### src/spd_pkg.sv
`default_nettype none
package spd_pkg;

    localparam int unsigned MAX_WINDOW_DEF = 32768;
    localparam logic [17:0] RUN_MAX = 18'h3FFFF;

    localparam logic [15:0] LONG_WIN_RST  = 16'd26460;
    localparam logic [14:0] SHORT_WIN_RST = 15'd13230;
    localparam logic [17:0] START_RUN_RST = 18'd8820;
    localparam logic [17:0] STOP_RUN_RST  = 18'd8820;
    localparam logic [17:0] MIN_LEN_RST   = 18'd22050;
    localparam logic [17:0] MAX_LEN_RST   = 18'd176400;
    localparam logic [9:0]  RATIO_RST     = 10'd100;

    localparam logic [2:0] REG_LONG_WIN  = 3'd0;
    localparam logic [2:0] REG_SHORT_WIN = 3'd1;
    localparam logic [2:0] REG_START_RUN = 3'd2;
    localparam logic [2:0] REG_STOP_RUN  = 3'd3;
    localparam logic [2:0] REG_MIN_LEN   = 3'd4;
    localparam logic [2:0] REG_MAX_LEN   = 3'd5;
    localparam logic [2:0] REG_RATIO     = 3'd6;

    typedef enum logic [2:0] {
        ST_IDLE,
        ST_READ,
        ST_SUMS,
        ST_DIVIDE,
        ST_MUL,
        ST_DECIDE,
        ST_OUT
    } spd_state_t;

    typedef struct packed {
        logic load;
        logic rd_hist;
        logic upd_sums;
        logic div_start;
        logic mul;
        logic decide;
    } spd_cmd_t;

    typedef struct packed {
        logic full;
        logic div_done;
        logic emit;
    } spd_sts_t;

endpackage
`default_nettype wire

### src/spd_ctrl.sv
`default_nettype none
module spd_ctrl (
    input  wire logic         clk,
    input  wire logic         rst_n,
    input  wire logic         in_valid,
    output logic              in_stall,
    output logic              out_valid,
    input  wire logic         out_stall,
    output spd_pkg::spd_cmd_t cmd,
    input  spd_pkg::spd_sts_t sts
);
    import spd_pkg::*;

    spd_state_t state_reg, state_next;
    logic       ov_reg, ov_next;

    always_ff @(posedge clk or negedge rst_n)
    begin
        if (!rst_n)
        begin
            state_reg <= ST_IDLE;
            ov_reg    <= 1'b0;
        end
        else
        begin
            state_reg <= state_next;
            ov_reg    <= ov_next;
        end
    end

    always_comb
    begin
        state_next = state_reg;
        cmd        = '0;
        ov_next    = ov_reg && out_stall;
        in_stall   = 1'b1;
        case (state_reg)
            ST_IDLE:
            begin
                // result register must be free before a new transaction
                in_stall = ov_reg || sts.emit;
                if (in_valid && !ov_reg && !sts.emit)
                begin
                    cmd.load   = 1'b1;
                    state_next = ST_READ;
                end
            end
            ST_READ:
            begin
                cmd.rd_hist = 1'b1;
                state_next  = ST_SUMS;
            end
            ST_SUMS:
            begin
                cmd.upd_sums = 1'b1;
                state_next   = ST_DIVIDE;
            end
            ST_DIVIDE:
            begin
                // full flag now reflects the updated fill count
                if (!sts.full)
                    state_next = ST_IDLE;
                else
                begin
                    cmd.div_start = 1'b1;
                    state_next    = ST_MUL;
                end
            end
            ST_MUL:
            begin
                if (sts.div_done)
                    state_next = ST_DECIDE;
            end
            ST_DECIDE:
            begin
                cmd.mul    = 1'b1;
                state_next = ST_OUT;
            end
            ST_OUT:
            begin
                cmd.decide = 1'b1;
                state_next = ST_IDLE;
            end
            default: state_next = ST_IDLE;
        endcase
        if (sts.emit)
            ov_next = 1'b1;
    end

    assign out_valid = ov_reg;

endmodule
`default_nettype wire

### config.mk
export PLATFORM = sky130hd
export DESIGN_NAME = spd_ctrl
export DESIGN_NICKNAME = d
export VERILOG_FILES = /design/src/spd_pkg.sv /design/src/spd_ctrl.sv
export SDC_FILE = /design/constraint.sdc
export NUM_CORES = 1
export LEC_CHECK = 0
export BUFFER_PORTS_ARGS = -buffer_cell sky130_fd_sc_hd__buf_2
export CAP_MARGIN = 20
export CORE_AREA = 2 2 39 41
export DETAILED_ROUTE_END_ITERATION = 16
export DIE_AREA = 0 0 41 43
export GPL_ROUTABILITY_DRIVEN = 0
export PLACE_DENSITY = 0.38
export SLEW_MARGIN = 20
export SYNTH_ARGS = -nofsm -noshare
export SYNTH_HDL_FRONTEND = slang
export SYNTH_SLANG_ARGS = --single-unit
### constraint.sdc
create_clock -name clk -period 1.9 [get_ports clk]
set_input_delay 0.095 -clock clk [delete_from_list [all_inputs] [get_ports clk]]
set_output_delay 0.095 -clock clk [all_outputs]
set_load 0.005 [all_outputs]
Yosys cells after proc, flatten, opt, wreduce, memory -nomap -nowiden:

Index checks and enable logic that the tools add are counted.

* bits in registers: 4
* latch bits: 0
* memory bits (writable): 0
* ROM bits: 0
* input port bits: 7
* output and inout bits: 8
* word-level logic and storage cells: 32
* memories: 0

* add/subtract/negate cells: 0
* multipliers: 0
* div/mod/pow operators: 0
* $lt $le $gt $ge: 0
* equal/unequal tests: 8
* shift-type cells: 0
* muxes and demuxes: 14
* bitwise logic cells: 0
* reductions and logical operators: 8

Operator list (count)
* $pmux 3 s6: 1
* $mux 1: 10
* $eq 3x3->1 const B: 3
* $mux 3: 3
* $eq 3x2->1 const B: 2
* $ne 2x2->1 const B: 2
* $eq 3x1->1 const B: 1
* $logic_and 1x1->1: 3
* $logic_not 3->1: 1
* $logic_not 1->1: 2
* $reduce_and 2->1: 1
* $logic_or 1x1->1: 1

Depth between registers and ports, before layout:

Gate-level depths: netlist of the first run.

* depth in word-level cells: 5
* gate-level depth with buffers: 2
* gate-level depth less buffers: 2

Worst setup path before layout of the first run:

No wires, ideal clock.

* path kind: register to register
* from: register state_reg[2]
* to: register state_reg[0]
* library setup time: 82 ps
* arrival: 1075 ps
* required time: 1818 ps
* setup slack: 743 ps
* cell stages (with the launch flop): 3
* buffers on the path: 0
* clock period less this slack: 1157 ps
* cells stage by stage: dfrtp_1 -> or4b_1 -> a31oi_1

* cells in the longest elaborated chain, start to end: 3
* elaborated cells between the ends (all ways): 10
* classes of those cells: eq/ne: 7; mux: 1; reduce/logical: 2

RTL lines
* start, declared: RTL line spd_ctrl.sv:14 `spd_state_t state_reg, state_next;`
* start signal, assigned: RTL line spd_ctrl.sv:26 `state_reg <= state_next;`
* $eq 3x3->1 / $logic_not 3->1 (equally long branches): RTL line spd_ctrl.sv:37 `case (state_reg)`
* $ne 2x2->1 (no source line)
* $reduce_and 2->1 (no source line)

Several ways; a longest one is shown, not always the timed one.
A chain may end at the register's enable or synchronous reset.

==> impl_summary.log, run 1 <==
INFO  metric result_of_the_run = finished, final reports clean
INFO  metric endpoint = cmd[5]
INFO  metric synth.avg_cell_area = 9.73 um2
INFO  metric final_hold_viol_count = 0
INFO  metric vias_per_cell = 4.16
INFO  metric synth.ff_latch_count = 4
INFO  metric synth_edf_count = 0
INFO  metric floorplan.rows = 14
INFO  metric placement.setup.worst_slack = 0.700 ns
INFO  metric synth_net_count = 29
INFO  metric main_synth_ff_type = dfrtp_1
INFO  metric chipWidth = 41 um
INFO  metric max_slew.worst_pin.slew = 0.200 ns
INFO  metric share_of_total_power_consumed_by_net_switching = 0.364
INFO  metric io-pin-count = 15
INFO  metric r2r_start = state_reg[2]$_DFFE_PN0P_
INFO  metric setup_ws = 0.612 ns
INFO  metric critical_path_class = flop to output port
INFO  metric ys_top_cells_by_area = dfrtp_1, nand2b_1, and4b_2
INFO  metric yosysWarnings = 0
INFO  metric cts.reportedPaths.clkPinSlew = 0.04 ns
INFO  metric fillerInstances = 161
INFO  metric finalWirelength = 565 um
INFO  metric fin_nets = 49
INFO  metric drt_first_iter_violations = 2
INFO  metric core_area = 1380 um2
INFO  metric fin_crit = 1.29 ns
INFO  metric cts_made_buffers = 3
INFO  metric power.switching = 156 uW
INFO  metric tritoncts_clock_tree = yes
INFO  metric dieHeight = 43 um
INFO  metric cts_resized = 0
INFO  metric grt_pass1_wl = 855 um
INFO  metric gate_count_after_technology_mapping = 22
INFO  metric cellLeakagePower = 0.183 nW
INFO  metric worst-endpoint-arrival = 1.19 ns
INFO  metric setup_viol_count_final = 0
INFO  metric drv_cap = 0
INFO  metric grt_antenna_before_repair = 0
INFO  metric post_synth_most_frequent_cells = dfrtp_1, nor2_1, nand2b_1
INFO  metric power.density_cell_area = 1270 nW/um2
INFO  metric power_frac_comb = 0.359
INFO  metric skew = 0.00230 ns
INFO  metric worstRegToRegCells = 2
INFO  metric power.internal = 273 uW
INFO  metric layout-area-overhead-vs-synth = 57.3%
INFO  metric yosysUniqueCellTypes = 16
INFO  metric synth_top_cell_by_area = dfrtp_1
INFO  metric clock_tree.htree_level_count = 1
INFO  metric die_ar = 1760 um2
INFO  metric seqPwrFrac = 0.393
INFO  metric critical_path_required = 1.80 ns
INFO  metric post-synth-top-area-fraction = 0.468
INFO  metric largest_register_ff_count = 3
INFO  metric insertion_delay = 0.23 ns
INFO  metric place.detailed.hpwl = 450 um
INFO  metric sort_of_element_at_the_end_of_the_critical_path = output port
INFO  metric fmaxAchievable = 777 MHz
INFO  metric min_period_over_period = 0.678
INFO  metric crit_path_start_kind = flop
INFO  metric holdCritPathClass = input port to flop
INFO  metric clock_power_share = 0.248
INFO  metric worst_hold_slack = 0.0674 ns
INFO  metric power = 429 uW
INFO  metric initial_utilization = 0.155
INFO  metric pin_count_of_the_biggest_net_entering_global_routing = 10
INFO  metric ant_nets = 0
INFO  metric irDropWorstVdd = 0.000491 V
INFO  metric io_buffer_count = 14
INFO  metric rsz0062_at_grt = false
INFO  metric worstPathMaxFanout = 6
INFO  metric numClockSinks = 4
INFO  metric async_reset_ff_frac = 1.00
INFO  metric yosysMostFrequentCell = dfrtp_1
INFO  metric tns = 0 ns
INFO  metric timing.slew.headroom = 0.865
INFO  metric detail_route.drc_violations = 0
INFO  metric global_route.usage.total = 0.0796
INFO  metric total_global_routing_overflow = 0
INFO  metric clock_path_buffers = 2
INFO  metric drt-pass1-iter-count = 2
INFO  metric antenna_fix_cells = 0
INFO  metric grt_pass1_vias = 205
INFO  metric layout-drive-gt1-share = 0.500
INFO  metric routed_wire_length_per_instance = 10.1 um
INFO  metric timing.reg2reg.setup_slack = 0.70 ns
INFO  metric worstReg2RegEnd = state_reg[0]$_DFFE_PN0P_
INFO  metric final_max_slew_viol_count = 0
INFO  metric route.vias.total = 233
INFO  metric clk_root_buffer_cell = clkbuf_4
INFO  metric synth-seq-area-share = 0.468
INFO  metric startpoint = state_reg[1]$_DFFE_PN0P_
INFO  metric syn-cell-area = 214 um2
[per-stage QoR]
stage               instance area, um2   util  std cells
finish                             337  0.243         56
global route                       337  0.243         56
CTS                                337  0.243         56
detailed placement                 304  0.220         52
global placement                   304  0.220         52
floorplan                          214      -         22
[routing by layer]
metal	global-route usage	vias up	wire length [um]
li1	-	115	-
met1	0.0877	104	235
met2	0.0969	12	258
met3	0.0471	2	57
met4	0.0800	0	14
met5	0	-	0
[worst max-delay path, stage by stage (launching register included)]
cell,delay (ns)
dfrtp_1,0.42
nor3_1,0.24
and3_1,0.19
buf_2,0.11
[power by group through the flow]
stage                     logic, mW  registers [mW]  clock network [mW]
final                         0.154           0.168               0.107
after floorplan              0.0972           0.156                   0
after CTS                     0.157           0.168               0.113
after global routing          0.172           0.178               0.119
after detailed placement      0.154           0.169                   0
after global placement        0.155           0.170                   0
[what timing repair did]
action,CTS,global route
endpoints found under the hold margin,4,0
buffers inserted,0,0
hold buffers,1,0
[final cells by class]
cell class / count / area (um2) / share of cell area
flip-flops and latches: 4 / 100 / 0.297
multi-input cells: 17 / 110 / 0.327
repair buffers: 15 / 80.1 / 0.238
clock buffers: 3 / 22.5 / 0.0669
well taps: 16 / 20.0 / 0.0595
inverters: 1 / 3.75 / 0.0112
[cell families after synthesis]
| group | count (synthesis) | share of synthesized area |
|---|---|---|
| flip-flops | 4 | 0.468 |
| AND/OR/NAND/NOR | 13 | 0.386 |
| AO/OA/AOI/OAI | 4 | 0.129 |
| buffers and inverters | 1 | 0.0175 |
[layout by cell type (no fill, tap or decap)]
cell type      instances
o21ai_0                1
and3_1                 1
or4b_1                 1
and4b_2                1
a31oi_1                1
clkbuf_4               3
nor2_1                 3
and3_2                 1
nand2b_1               2
nand2_1                1
inv_1                  1
buf_2                 14
dfrtp_1                4
nor3_1                 1
dlygate4sd3_1          1
a21o_1                 1
nor3b_1                1
a21o_2                 1
nand3b_1               1
[how the worst min path moves through the flow]
stage | startpoint | to | depth (start not counted) | slack (ns)
floorplan | rst_n | out_valid$_DFF_PN0_ | 0 | -0.20
global placement | rst_n | state_reg[1]$_DFFE_PN0P_ | 1 | -0.09
detailed placement | rst_n | state_reg[0]$_DFFE_PN0P_ | 1 | -0.09
CTS | out_stall | out_valid$_DFF_PN0_ | 2 | 0.06
global route | out_stall | out_valid$_DFF_PN0_ | 2 | 0.06
finish | out_stall | out_valid$_DFF_PN0_ | 2 | 0.07
Power figures use the tool's default switching activity.
==> inputs of run 2 (changes only) <==
==> constraint.sdc (replaced) <==
create_clock -name clk -period 1.2 [get_ports clk]
set_input_delay 0.06 -clock clk [delete_from_list [all_inputs] [get_ports clk]]
set_output_delay 0.06 -clock clk [all_outputs]
set_load 0.005 [all_outputs]
==> impl_summary.log, run 2 (synthesis results as in run 1) <==
INFO  metric final_common_cell = buf_2
INFO  metric die_ar = 1760 um2 (unchanged)
INFO  metric tns = 0 ns (unchanged)
INFO  metric min_period_over_period = 0.987
INFO  metric layout-area-overhead-vs-synth = 80.1%
INFO  metric placement.setup.worst_slack = 0.0581 ns (-0.642 ns)
INFO  metric power.density_cell_area = 2100 nW/um2 (+64%)
INFO  metric timing.critical_path.cells = buf_6 > and4b_2 > buf_2
INFO  metric insertion_delay = 0.24 ns (about the same)
INFO  metric critical_path_required = 1.14 ns (-0.66 ns)
INFO  metric crit_buf_inv = 2 (+1)
INFO  metric numClockSinks = 4 (unchanged)
INFO  metric route.vias.total = 241 (+3.4%)
INFO  metric crit_path_start_kind = flop
INFO  metric clock_tree.htree_level_count = 1 (unchanged)
INFO  metric io_buffer_count = 14 (unchanged)
INFO  metric clock_path_buffers = 2 (unchanged)
INFO  metric io-pin-count = 15 (unchanged)
INFO  metric initial_utilization = 0.155 (unchanged)
INFO  metric placed_area = 312 um2 (+2.5%)
INFO  metric grt_pass1_vias = 247 (+20%)
INFO  metric place.detailed.hpwl = 471 um (+4.6%)
INFO  metric dieHeight = 43 um (unchanged)
INFO  metric clk_root_buffer_cell = clkbuf_4
INFO  metric critPathMaxStageDelay = 0.37 ns (-0.05 ns)
INFO  metric fin_crit = 1.18 ns
INFO  metric multi_input_comb_area = 130 um2 (+18%)
INFO  metric drt_first_iter_violations = 5 (+3)
INFO  metric skew = 0.00214 ns (-0.000157 ns)
INFO  metric timing.critical_path.slowest_stage_cell = dfrtp_1
INFO  metric fillerInstances = 167 (+3.7%)
INFO  metric cts_made_buffers = 3 (unchanged)
INFO  metric r2r_start = state_reg[0]$_DFFE_PN0P_
INFO  metric detail_route.drc_violations = 0 (unchanged)
INFO  metric area.sequential = 103 um2 (+2.5%)
INFO  metric finalWirelength = 609 um (+7.8%)
INFO  metric cts.reportedPaths.clkPinSlew = 0.03 ns (about the same)
INFO  metric final_hold_viol_count = 0 (unchanged)
INFO  metric result_of_the_run = finished, final reports clean
INFO  metric floorplan.rows = 14 (unchanged)
INFO  metric grt_antenna_before_repair = 0 (unchanged)
INFO  metric irDropWorstVdd = 0.000920 V (+88%)
INFO  metric global_route.usage.total = 0.0796 (unchanged)
INFO  metric chipWidth = 41 um (unchanged)
INFO  metric ant_nets = 0 (unchanged)
INFO  metric pin_count_of_the_biggest_net_entering_global_routing = 9 (-1)
INFO  metric rsz0062_at_grt = true
INFO  metric sort_of_element_at_the_end_of_the_critical_path = output port
INFO  metric antenna_fix_cells = 0 (unchanged)
INFO  metric final_max_slew_viol_count = 0 (unchanged)
INFO  metric core_area = 1380 um2 (unchanged)
INFO  metric drv_cap = 0 (unchanged)
INFO  metric cellLeakagePower = 0.202 nW (+10%)
INFO  metric worst-endpoint-arrival = 1.12 ns (-0.07 ns)
INFO  metric setup_ws = 0.0153 ns (-0.597 ns)
INFO  metric vias_per_cell = 4.08 (-1.8%)
INFO  metric fin_nets = 52 (+6.1%)
INFO  metric timing.slew.headroom = 0.889 (+0.0239)
INFO  metric drt-pass1-iter-count = 3 (+1)
INFO  metric tritoncts_clock_tree = yes
INFO  metric critical_path_class = flop to output port
INFO  metric setup_viol_count_final = 0 (unchanged)
INFO  metric fmaxAchievable = 844 MHz
INFO  metric critical-path-top-delay-family = flip-flops
INFO  metric startpoint = state_reg[2]$_DFFE_PN0P_
INFO  metric routed_wire_length_per_instance = 10.3 um (+2.3%)
INFO  metric holdCritPathClass = input port to flop
INFO  metric dpl.cell_count = 53 (+1.9%)
INFO  metric critical_hold_path_startpoint = out_stall
INFO  metric worstPathMaxFanout = 8 (+2)
INFO  metric max_slew.worst_pin.slew = 0.164 ns (-0.0361 ns)
INFO  metric total_global_routing_overflow = 0 (unchanged)
INFO  metric stdcell_count = 59 (+5.4%)
INFO  metric finish.instance_area = 385 um2 (+14%)
INFO  metric largest_register_ff_count = 3 (unchanged)
INFO  metric layout-drive-gt1-share = 0.651 (+0.151)
INFO  metric mostFrequentLayoutCells = buf_2, clkbuf_4
INFO  metric grt_pass1_wl = 917 um (+7.3%)
## run 2: power breakdown
part	total, mW	switching (mW)	leakage [nW]	internal (mW)
clock	0.167	0.0554	0.0138	0.112
sequential	0.275	0.0821	0.0468	0.193
combinational	0.365	0.156	0.141	0.209
total	0.807	0.293	0.202	0.514
## run 2: area by class of cell
type                    count  share of cell area
multi-input cells          17               0.338
repair buffers             18               0.276
flip-flops and latches      4               0.266
clock buffers               3              0.0584
well taps                  16              0.0519
inverters                   1             0.00974
## run 2: what timing repair did
item                                    in CTS  in global routing
hold endpoints to repair                     4                  0
gates resized for setup                      3                  4
setup buffers                                1                  1
pin swaps                                    1                  1
endpoints found under the setup margin       2                  4
cloned                                       0                  0
hold buffers                                 1                  0
## run 2: worst paths after layout
| path | end | slack (ns) | depth (start not counted) |
|---|---|---|---|
| setup / recovery | cmd[2] | 0.02 | 3 |
| hold / removal | out_valid$_DFF_PN0_ | 0.03 | 2 |
| setup reg to reg | state_reg[2]$_DFFE_PN0P_ | 0.05 | 3 |
| hold reg to reg | state_reg[0]$_DFFE_PN0P_ | 0.54 | 1 |
| max in group asynchronous | state_reg[1]$_DFFE_PN0P_ | 0.90 | 2 |
| min in group asynchronous | state_reg[0]$_DFFE_PN0P_ | 0.16 | 2 |
## run 2: worst reg2reg max path: cells and delay by family (launching register included)
family,cells,cell delay [ns]
compound gates,1,0.18
buf+inv,1,0.13
flops,1,0.45
simple gates,1,0.27
## run 2: per-stage QoR
step                power (mW)  hold slack (ns)   util
floorplan                0.402           -0.236      -
global placement         0.545           -0.132  0.225
detailed placement       0.542           -0.129  0.225
CTS                      0.739           0.0264  0.260
global route             0.883           0.0315  0.278
finish                   0.807           0.0309  0.278
## run 2: routing by layer
| layer | wire (um) | vias to the layer above | GRT usage |
|---|---|---|---|
| met5 | 0 | - | 0 |
| met4 | 0 | 0 | 0.0400 |
| met3 | 61 | 0 | 0.0471 |
| met2 | 327 | 10 | 0.119 |
| met1 | 221 | 110 | 0.0844 |
| li1 | - | 121 | - |
==> inputs of run 3 (changes only) <==
--- a/config.mk
+++ b/config.mk
@@ -11,7 +11,6 @@
 export DETAILED_ROUTE_END_ITERATION = 16
 export DIE_AREA = 0 0 41 43
 export GPL_ROUTABILITY_DRIVEN = 0
-export PLACE_DENSITY = 0.38
 export SLEW_MARGIN = 20
 export SYNTH_ARGS = -nofsm -noshare
 export SYNTH_HDL_FRONTEND = slang
==> impl_summary.log, run 3 (synthesis results as in run 1) <==
INFO  metric result_of_the_run = finished, final reports clean
INFO  metric finalWirelength = 636 um (+4.4%)
INFO  metric drt-pass1-iter-count = 2 (-1)
INFO  metric critical_hold_path_startpoint = out_stall
INFO  metric mostFrequentLayoutCells = buf_2, clkbuf_4
INFO  metric setup_ws = 0.00350 ns (-0.0118 ns)
INFO  metric final_hold_viol_count = 0 (unchanged)
INFO  metric dieHeight = 43 um (unchanged)
INFO  metric power_frac_comb = 0.431 (-0.021)
INFO  metric grt_pass1_wl = 979 um (+6.8%)
INFO  metric vias_per_cell = 4.28 (+4.7%)
INFO  metric numClockSinks = 4 (unchanged)
INFO  metric setup_viol_count_final = 0 (unchanged)
INFO  metric timing.reg2reg.setup_slack = 0.05 ns (about the same)
INFO  metric critical_path_required = 1.14 ns (about the same)
INFO  metric core_area = 1380 um2 (unchanged)
INFO  metric grt_antenna_before_repair = 0 (unchanged)
INFO  metric rsz0062_at_grt = true
INFO  metric min_period_over_period = 0.997 (+0.00984)
INFO  metric irDropWorstVdd = 0.000780 V (-15%)
INFO  metric drt_first_iter_violations = 3 (-2)
INFO  metric pin_count_of_the_biggest_net_entering_global_routing = 9 (unchanged)
INFO  metric max_slew.worst_pin.slew = 0.170 ns (+0.00567 ns)
INFO  metric hold_path_end = out_valid$_DFF_PN0_
INFO  metric fillerInstances = 157 (-6.0%)
INFO  metric crit_path_start_kind = flop
INFO  metric die_ar = 1760 um2 (unchanged)
INFO  metric tns = 0 ns (unchanged)
INFO  metric initial_utilization = 0.155 (unchanged)
INFO  metric grt_pass1_vias = 231 (-6.5%)
INFO  metric floorplan.rows = 14 (unchanged)
INFO  metric multi_input_comb_area = 118 um2 (-9.6%)
INFO  metric critical_path_class = flop to output port
INFO  metric cts.reportedPaths.clkPinSlew = 0.04 ns (about the same)
INFO  metric power.density_cell_area = 2060 nW/um2 (-1.8%)
INFO  metric chipWidth = 41 um (unchanged)
INFO  metric routed_wire_length_per_instance = 11.0 um (+6.2%)
INFO  metric fmaxAchievable = 836 MHz (-0.99%)
INFO  metric timing.slew.headroom = 0.886 (-0.00287)
INFO  metric worst-endpoint-arrival = 1.14 ns (+0.02 ns)
INFO  metric timing.hold.worst_path_depth = 2 (unchanged)
INFO  metric placed_area = 312 um2 (unchanged)
INFO  metric layout-drive-gt1-share = 0.619 (-0.0321)
INFO  metric share_of_total_power_consumed_by_net_switching = 0.363 (about the same)
INFO  metric place.detailed.hpwl = 463 um (-1.6%)
INFO  metric final_max_slew_viol_count = 0 (unchanged)
INFO  metric postLayoutCoreUtil = 0.269 (-0.00995)
INFO  metric io_buffer_count = 14 (unchanged)
INFO  metric drv_cap = 0 (unchanged)
INFO  metric cellLeakagePower = 0.194 nW (-3.8%)
INFO  metric sort_of_element_at_the_end_of_the_critical_path = output port
INFO  metric clk_root_buffer_cell = clkbuf_4
INFO  metric dpl.cell_count = 53 (unchanged)
INFO  metric worst_hold_slack = 0.0309 ns (-0.0000209 ns)
INFO  metric r2r_start = state_reg[2]$_DFFE_PN0P_
INFO  metric cts_made_buffers = 3 (unchanged)
INFO  metric worstPathMaxFanout = 8 (unchanged)
INFO  metric power.switching = 278 uW (-5.4%)
INFO  metric io-pin-count = 15 (unchanged)
INFO  metric tritoncts_clock_tree = yes
INFO  metric worstReg2RegEnd = state_reg[0]$_DFFE_PN0P_
INFO  metric largest_register_ff_count = 3 (unchanged)
INFO  metric crit_buf_inv = 2 (unchanged)
INFO  metric critical-path-top-delay-family = flip-flops
INFO  metric global_route.usage.total = 0.0905 (+0.0109)
INFO  metric finish.instance_area = 372 um2 (-3.6%)
INFO  metric layout-area-overhead-vs-synth = 73.7%
INFO  metric clock_tree.htree_level_count = 1 (unchanged)
INFO  metric skew = 0.00511 ns (+0.00296 ns)
INFO  metric seqPwrFrac = 0.347 (+0.006)
INFO  metric final_common_cell = buf_2
INFO  metric fin_nets = 51 (-1.9%)
INFO  metric worstRegToRegCells = 2 (-1)
INFO  metric antenna_fix_cells = 0 (unchanged)
INFO  metric detail_route.drc_violations = 0 (unchanged)
INFO  metric clock_path_buffers = 2 (unchanged)
INFO  metric area.sequential = 103 um2 (unchanged)
INFO  metric clock_power_share = 0.223 (+0.016)
INFO  metric timing.critical_path.cells = buf_6 > nand2b_1 > nor2_1 > buf_2
INFO  metric critPathMaxStageDelay = 0.38 ns (about the same)
INFO  metric power.internal = 487 uW (-5.3%)
INFO  metric fin_crit = 1.20 ns (+0.0118 ns)
INFO  metric power = 764 uW (-5.4%)
INFO  metric insertion_delay = 0.24 ns (about the same)
INFO  metric ant_nets = 0 (unchanged)
INFO  metric stdcell_count = 58 (-1.7%)
INFO  metric route.vias.total = 248 (+2.9%)
INFO  metric total_global_routing_overflow = 0 (unchanged)
INFO  metric placement.setup.worst_slack = 0.0607 ns (+0.00254 ns)
INFO  metric timing.critical_path.slowest_stage_cell = dfrtp_1
INFO  metric holdCritPathClass = input port to flop
-- run 3: layout make-up --
type / count / area share
Tap cell: 16 / 0.0539
Clock buffer: 3 / 0.0606
Sequential cell: 4 / 0.276
Inverter: 1 / 0.0101
Multi-Input combinational cell: 17 / 0.316
Timing Repair Buffer: 17 / 0.283
-- run 3: worst max-delay path by stage --
stage,from,end,slack (ns),cells after the start
floorplan,state_reg[2]$_DFFE_PN0P_,state_reg[0]$_DFFE_PN0P_,0.04,2
global placement,out_valid$_DFF_PN0_,state_reg[0]$_DFFE_PN0P_,0.08,2
detailed placement,out_valid$_DFF_PN0_,state_reg[0]$_DFFE_PN0P_,0.06,2
CTS,state_reg[2]$_DFFE_PN0P_,cmd[5],-0.005,4
global route,state_reg[2]$_DFFE_PN0P_,cmd[2],-0.05,3
finish,state_reg[2]$_DFFE_PN0P_,cmd[3],0.003,4
-- run 3: power by group through the flow --
| stage | sequential, mW | clock (mW) | combinational (mW) |
|---|---|---|---|
| global route | 0.275 | 0.183 | 0.375 |
| global placement | 0.246 | 0 | 0.292 |
| floorplan | 0.248 | 0 | 0.154 |
| detailed placement | 0.249 | 0 | 0.297 |
| finish | 0.265 | 0.170 | 0.329 |
| CTS | 0.255 | 0.174 | 0.320 |
-- run 3: worst reg2reg max path: stages (launching register included) --
cell	delay, ns
dfrtp_1	0.38
or4b_1	0.51
a31oi_1	0.18
-- run 3: per-layer routing --
layer	wire, um	track usage	vias up
met3	76	0.0628	2
met5	0	0	-
met1	249	0.103	110
met4	19	0.0800	0
met2	289	0.106	15
li1	-	-	121
-- run 3: what timing repair did --
item	CTS	global route
cloned	0	0
buffers inserted	1	0
resized for setup	2	4
endpoints found under the setup margin	3	5
endpoints found under the hold margin	4	0
hold buffers	1	0
pin swaps	1	2
